<file path="config.mk">
export PLATFORM = sky130hd
export DESIGN_NAME = plmv_ctrl
export DESIGN_NICKNAME = d
export VERILOG_FILES = /design/src/plmv_pkg.sv /design/src/plmv_ctrl.sv
export SDC_FILE = /design/constraint.sdc
export NUM_CORES = 1
export LEC_CHECK = 0
export CORE_AREA = 2 2 39 41
export CTS_CLUSTER_SIZE = 14
export DETAILED_ROUTE_END_ITERATION = 8
export DIE_AREA = 0 0 41 43
export DONT_BUFFER_PORTS = 1
export SLEW_MARGIN = 10
export SYNTH_ARGS = -nofsm -noshare
export SYNTH_HDL_FRONTEND = slang
export SYNTH_SLANG_ARGS = --single-unit
</file>
<file path="constraint.sdc">
create_clock -name clk -period 2.03 [get_ports clk]
set_clock_uncertainty 0.15 [all_clocks]
set_input_delay 0.1015 -clock clk [delete_from_list [all_inputs] [get_ports clk]]
set_output_delay 0.1015 -clock clk [all_outputs]
set_load 0.1 [all_outputs]
</file>
<file path="src/plmv_pkg.sv">
`default_nettype none
package plmv_pkg;

	localparam int MAX_LABELS = 16;
	localparam int LBL_W = (MAX_LABELS > 1) ? $clog2(MAX_LABELS) : 1;
	localparam int COUNT_BITS = 24;
	localparam int SMP_W = 16;
	localparam int LAB_W = 6;
	localparam int LCNT_W = 7;
	localparam logic [LCNT_W-1:0] LCNT_RESET = 7'd16;
	localparam int SUM_W = 40;
	localparam int SQ_W = 56;
	localparam int DIV_NUM_W = 56;
	localparam int DIV_CNT_W = $clog2(DIV_NUM_W);
	localparam int MEAN_W = 24;
	localparam int VAR_W = 30;
	localparam int CNT_OUT_W = 24;
	localparam int QMAG_W = 17;
	localparam int Q_W = 18;
	localparam int QQ_W = 32;
	localparam logic [COUNT_BITS-1:0] TALLY_MAX = '1;

	// controller to datapath commands
	typedef struct packed {
		logic load_in;
		logic acc;
		logic load_entry;
		logic div_start;
		logic div_var;
		logic post_mdiv;
		logic make_qr;
		logic mul1;
		logic mul2;
		logic sub;
		logic post_vdiv;
		logic mul3;
		logic fin;
		logic out_load;
		logic idx_clr;
		logic idx_inc;
		logic clear_store;
	} plmv_cmd_t;

	// datapath to controller status
	typedef struct packed {
		logic frame_end;
		logic n_zero;
		logic n_lt2;
		logic idx_last;
		logic div_done;
		logic div_busy;
		logic out_free;
	} plmv_sts_t;

endpackage
`default_nettype wire

</file>
<file path="src/plmv_ctrl.sv">
`default_nettype none
module plmv_ctrl (
	input  wire logic                 clk,
	input  wire logic                 arst_n,
	input  wire logic                 in_valid,
	output logic                      in_ready,
	input  wire plmv_pkg::plmv_sts_t  sts,
	output plmv_pkg::plmv_cmd_t       cmd
);
	import plmv_pkg::*;

	typedef enum logic [3:0] {
		ST_IDLE, ST_ACC, ST_LOAD, ST_MDIV, ST_MWAIT, ST_QR, ST_MUL1, ST_MUL2,
		ST_SUB, ST_VDIV, ST_VWAIT, ST_MUL3, ST_FIN, ST_OUT
	} state_t;

	state_t state_q;
	state_t state_d;

	always_comb begin
		cmd = '0;
		state_d = state_q;
		in_ready = 1'b0;
		case (state_q)
			ST_IDLE: begin
				in_ready = 1'b1;
				if (in_valid) begin
					cmd.load_in = 1'b1;
					state_d = ST_ACC;
				end
			end
			ST_ACC: begin
				cmd.acc = 1'b1;
				if (sts.frame_end) begin
					cmd.idx_clr = 1'b1;
					state_d = ST_LOAD;
				end else begin
					state_d = ST_IDLE;
				end
			end
			ST_LOAD: begin
				cmd.load_entry = 1'b1;
				state_d = ST_MDIV;
			end
			ST_MDIV: begin
				if (sts.n_zero) begin
					state_d = ST_OUT;
				end else begin
					cmd.div_start = 1'b1;
					state_d = ST_MWAIT;
				end
			end
			ST_MWAIT: begin
				if (sts.div_done) begin
					cmd.post_mdiv = 1'b1;
					state_d = sts.n_lt2 ? ST_OUT : ST_QR;
				end
			end
			ST_QR: begin
				cmd.make_qr = 1'b1;
				state_d = ST_MUL1;
			end
			ST_MUL1: begin
				cmd.mul1 = 1'b1;
				state_d = ST_MUL2;
			end
			ST_MUL2: begin
				cmd.mul2 = 1'b1;
				state_d = ST_SUB;
			end
			ST_SUB: begin
				cmd.sub = 1'b1;
				state_d = ST_VDIV;
			end
			ST_VDIV: begin
				cmd.div_start = 1'b1;
				cmd.div_var = 1'b1;
				state_d = ST_VWAIT;
			end
			ST_VWAIT: begin
				cmd.div_var = 1'b1;
				if (sts.div_done) begin
					cmd.post_vdiv = 1'b1;
					state_d = ST_MUL3;
				end
			end
			ST_MUL3: begin
				cmd.mul3 = 1'b1;
				state_d = ST_FIN;
			end
			ST_FIN: begin
				cmd.fin = 1'b1;
				state_d = ST_OUT;
			end
			ST_OUT: begin
				if (sts.out_free) begin
					cmd.out_load = 1'b1;
					if (sts.idx_last) begin
						cmd.clear_store = 1'b1;
						state_d = ST_IDLE;
					end else begin
						cmd.idx_inc = 1'b1;
						state_d = ST_LOAD;
					end
				end
			end
			default: begin
				state_d = ST_IDLE;
			end
		endcase
	end

	always_ff @(posedge clk or negedge arst_n) begin
		if (!arst_n) begin
			state_q <= ST_IDLE;
		end else begin
			state_q <= state_d;
		end
	end
endmodule
`default_nettype wire

</file>
## Yosys cells after proc, flatten, opt, wreduce, memory -nomap -nowiden

Index checks and enable logic that the tools add are counted.

- Flip-flop bits (word level): 4
- Output and inout bits: 18
- Logic and storage cells: 55
- Bits of input ports: 10

- Eq/ne operators: 17
- Reduce and logical (&&, ||, !) cells: 3
- Muxes and demuxes: 34

Operators with widths:

| operator | number |
|---|---|
| $pmux W4 S14 | 1 |
| $eq A4 B4 Y1 const B | 6 |
| $mux W4 | 6 |
| $mux W1 | 22 |
| $eq A4 B3 Y1 const B | 4 |
| $eq A4 B2 Y1 const B | 2 |
| $mux W2 | 4 |
| $ne A2 B2 Y1 const B | 4 |
| $eq A4 B1 Y1 const B | 1 |
| $logic_not A4 Y1 | 1 |
| $reduce_and A4 Y1 | 1 |
| $pmux W1 S2 | 1 |
| $reduce_or A2 Y1 | 1 |

## Depth between registers and ports, before layout

- Depth in word-level cells: 3
- Mapped depth: 6

## Worst setup path after synthesis

OpenSTA, ideal clock, no wires.

- Path type: flip-flop to output port
- Start: register state_q[0]
- End: output cmd[16] (netlist name)
- Data required time: 1.778 ns
- Data arrival time: 4.607 ns
- Setup slack: -2.829 ns
- Stages on the path, launching flop included: 4
- Cells stage by stage: dfrtp_1 -> clkbuf_1 -> nor4_1 -> and2_1

RTL lines:

| element | line | RTL |
|---|---|---|
| from (decl) | plmv_ctrl.sv:17 | `state_t state_q;` |
| from (signal assigned) | plmv_ctrl.sv:117 | `state_q <= state_d;` |
| to (decl) | plmv_ctrl.sv:8 | `output plmv_pkg::plmv_cmd_t cmd` |

==> results.rst <==
.. list-table::
   :header-rows: 1

   * - Metric
     - Value
   * - Dpl cell area
     - 991.0 um2
   * - DR pass1 iterations
     - 2
   * - Via-per-instance ratio
     - 5.423
   * - Multiplexer share of the synthesized area
     - 2.387%
   * - Unrepaired setup endpoints after global routing
     - no
   * - Cell at the root of the clock tree
     - sky130_fd_sc_hd__clkbuf_4
   * - Fraction of final layout cells with drive strength greater than 1
     - 54.74%
   * - Routability-driven placement congestion ratio
     - 0.8169
   * - Transition time of the tightest slew-check pin
     - 0.4284 ns
   * - Number of sinks handled by clock tree synthesis
     - 4
   * - Count leader, synth
     - sky130_fd_sc_hd__nor3_1
   * - Cell taking the most area after synthesis
     - sky130_fd_sc_hd__dfrtp_1
   * - Max FFs per register
     - 4
   * - Largest register by flop count
     - state_q
   * - Final worst-path cycle share
     - 93.59%
   * - Maximum fanout along the worst path
     - 6
   * - Clock tree from TritonCTS
     - done
   * - Post-synthesis sequential area ratio
     - 21.22%
   * - Clk_lat worst skew
     - 0.24 ns
   * - Number of I/O pins
     - 28
   * - Initial standard-cell utilization of the core
     - 34.09%
   * - Fraction of registers with async set/reset
     - 100.0%
   * - Ranking of synthesized cells by instance count
     - sky130_fd_sc_hd__nor3_1, sky130_fd_sc_hd__nor2_1, sky130_fd_sc_hd__nand2b_1
   * - Cell area after layout
     - 0.001067 mm2
   * - Wire length of the first global-routing pass
     - 2.573 mm
   * - Number of global-route vias before repair
     - 563
   * - Startpoint type of the worst setup path
     - register
   * - Placement Rows
     - 14
   * - Result of the run
     - finished, final reports clean
   * - Post-synth net total
     - 77
   * - Overall routing resource usage
     - 21.31%
   * - Core utilization of the finished layout
     - 77.12%
   * - TritonCTS buffer count
     - 3
   * - Horizontal die dimension
     - 41 um
   * - Worst slack on hold paths
     - 0.02264 ns
   * - Number of enable flip-flop cells after synthesis
     - 0
   * - Floorplan die height
     - 43 um
   * - Hold Vio Cnt, Final
     - 0
   * - Max-slew headroom at the worst pin
     - 71.44%
   * - Clock transition at the registers of the reported paths
     - 0.04 ns
   * - Level count of the clock H-tree
     - 1
   * - Dominant combinational cell family by area after synthesis
     - simple AND/OR/NAND/NOR gates
   * - Worst Setup Path Type
     - reg2out
   * - I/O Buffers
     - 0
   * - Area fraction in and, or, nand and nor cells after synthesis
     - 44.30%
   * - Data required time at the worst endpoint
     - 1.78 ns
   * - Max-cap violations
     - 0
   * - Count of synthesis-stage warnings from yosys
     - 0
   * - Type of the tightest min-delay check
     - in2reg
   * - Compound-gate portion of the synthesized area
     - 22.55%
   * - Number of diodes added for antenna fixing
     - 0
   * - Area contributors post-synth
     - sky130_fd_sc_hd__dfrtp_1, sky130_fd_sc_hd__nor3_1, sky130_fd_sc_hd__nand2b_1
   * - Final standard cell count with taps included and fillers excluded
     - 111
   * - Core area
     - 0.001384 mm2
   * - Fraction of synthesized cell area taken by the top area cell type
     - 21.22%
   * - Post-detailed-route DRC marker count
     - 0
   * - Clock period minus worst slack
     - 1.900 ns
   * - Number of antenna violations at the first check in global routing
     - 0
   * - Floorplan die area
     - 0.001763 mm2
   * - Number of endpoints failing setup at the final stage
     - 0
   * - Maximum clock frequency
     - 526.4 MHz
   * - Routed length per placed instance
     - 13.33 um
   * - Layout area overhead
     - 126.3%
   * - Area share of xor/xnor cells in the synthesized design
     - 0%
   * - Clock Path Buffers
     - 2
   * - Post-synth top flop
     - sky130_fd_sc_hd__dfrtp_1
   * - Total Nets Final
     - 107
   * - Routed Wire Length
     - 1.480 mm
   * - Type of destination of the critical path
     - output port
   * - Flops & latches, synth
     - 4
   * - Synthesized area
     - 471.7 um2
   * - Cells after synthesis
     - 67
   * - Fin. max-slew vios
     - 0
   * - Pin count of the biggest net entering global routing
     - 15
   * - # placed instances
     - 103
   * - Total overflow reported by the global router
     - 0
   * - Final HPWL DP
     - 1.158 mm
   * - Vias
     - 602
   * - Largest registers
     - state_q: 4 flops
   * - Count of cell types in the netlist
     - 28
   * - Antenna-violating nets left
     - 0
   * - Area share of fa/ha/maj cells after synthesis
     - 0%
   * - Arrival time at the worst endpoint
     - 1.65 ns
   * - DRC marker count from the first detailed-route iteration
     - 6
   * - Average cell area after synthesis
     - 7.040 um2
==> metal layers <==
layer | track usage, % | part of all wire (%) | wire length, um
met2 | 32.50 | 52 | 772
met5 | 0 | 0 | 0
met4 | 2.000 | 0 | 0
met3 | 7.330 | 7.4 | 110
met1 | 29.51 | 40 | 597
==> repair_timing <==
action | in CTS | in global routing
buffers inserted | 0 | 0
hold buffers | 5 | 0
endpoints found under the setup margin | 0 | 5
endpoints found under the hold margin | 7 | 0
gates resized for setup | 0 | 3
==> cells in the final DEF (no fill, tap or decap), types with 3 or more instances in the layout <==
cell / instances
sky130_fd_sc_hd__a21oi_1: 4
sky130_fd_sc_hd__and2_4: 3
sky130_fd_sc_hd__buf_12: 15
sky130_fd_sc_hd__buf_4: 11
sky130_fd_sc_hd__clkbuf_4: 3
sky130_fd_sc_hd__dfrtp_2: 3
sky130_fd_sc_hd__dlygate4sd3_1: 5
sky130_fd_sc_hd__inv_1: 3
sky130_fd_sc_hd__nand2_1: 5
sky130_fd_sc_hd__nand2b_1: 6
sky130_fd_sc_hd__nor2_1: 3
sky130_fd_sc_hd__nor2_2: 4
sky130_fd_sc_hd__nor3_4: 6
sky130_fd_sc_hd__nor4_4: 3
==> layout make-up <==
cell class              instances  area [um2]
flip-flops and latches          4       103.9
multi-input cells              54       476.7
well taps                      16       20.02
inverters                       3       11.26
repair buffers                 31       432.9
clock buffers                   3       22.52
fillers                        95       316.6
==> metrics by stage <==
step / setup TNS (ns) / setup slack (ns)
after floorplan: -2.100 / -0.4849
after global placement: 0 / 0.2416
after detailed placement: 0 / 0.2312
after CTS: 0 / 0.02480
after global routing: 0 / 0.01467
final: 0 / 0.1301
==> cells by family after synthesis <==
logic type / Yosys count
muxes: 1
AOI/OAI and AO/OA: 14
buffers and inverters: 9
DFF: 4
and+or+nand+nor: 39
==> critical path, stage by stage (launching register included) <==
cell                       delay, ns
sky130_fd_sc_hd__dfrtp_1        0.41
sky130_fd_sc_hd__buf_4          0.18
sky130_fd_sc_hd__nand2b_1       0.24
sky130_fd_sc_hd__buf_4          0.22
sky130_fd_sc_hd__a21oi_4        0.17
sky130_fd_sc_hd__buf_12         0.19
==> worst paths after layout <==
| path | from | end | slack, ns | cells past startpoint |
|---|---|---|---|---|
| max in group asynchronous | arst_n | state_q[3] | 1.02 | 2 |
| worst max register to register | state_q[3] | state_q[3] | 0.31 | 5 |
| worst max-delay path | state_q[1] | cmd[12] | 0.13 | 5 |
| min in group asynchronous | arst_n | state_q[0] | 0.52 | 2 |
| worst min-delay path | sts[2] | state_q[1] | 0.02 | 2 |
| worst min register to register | state_q[1] | state_q[2] | 0.53 | 3 |
Power is left out: the tool's default activity adds up to more than one toggle a clock period on the data nets, which glitch-free logic cannot reach.
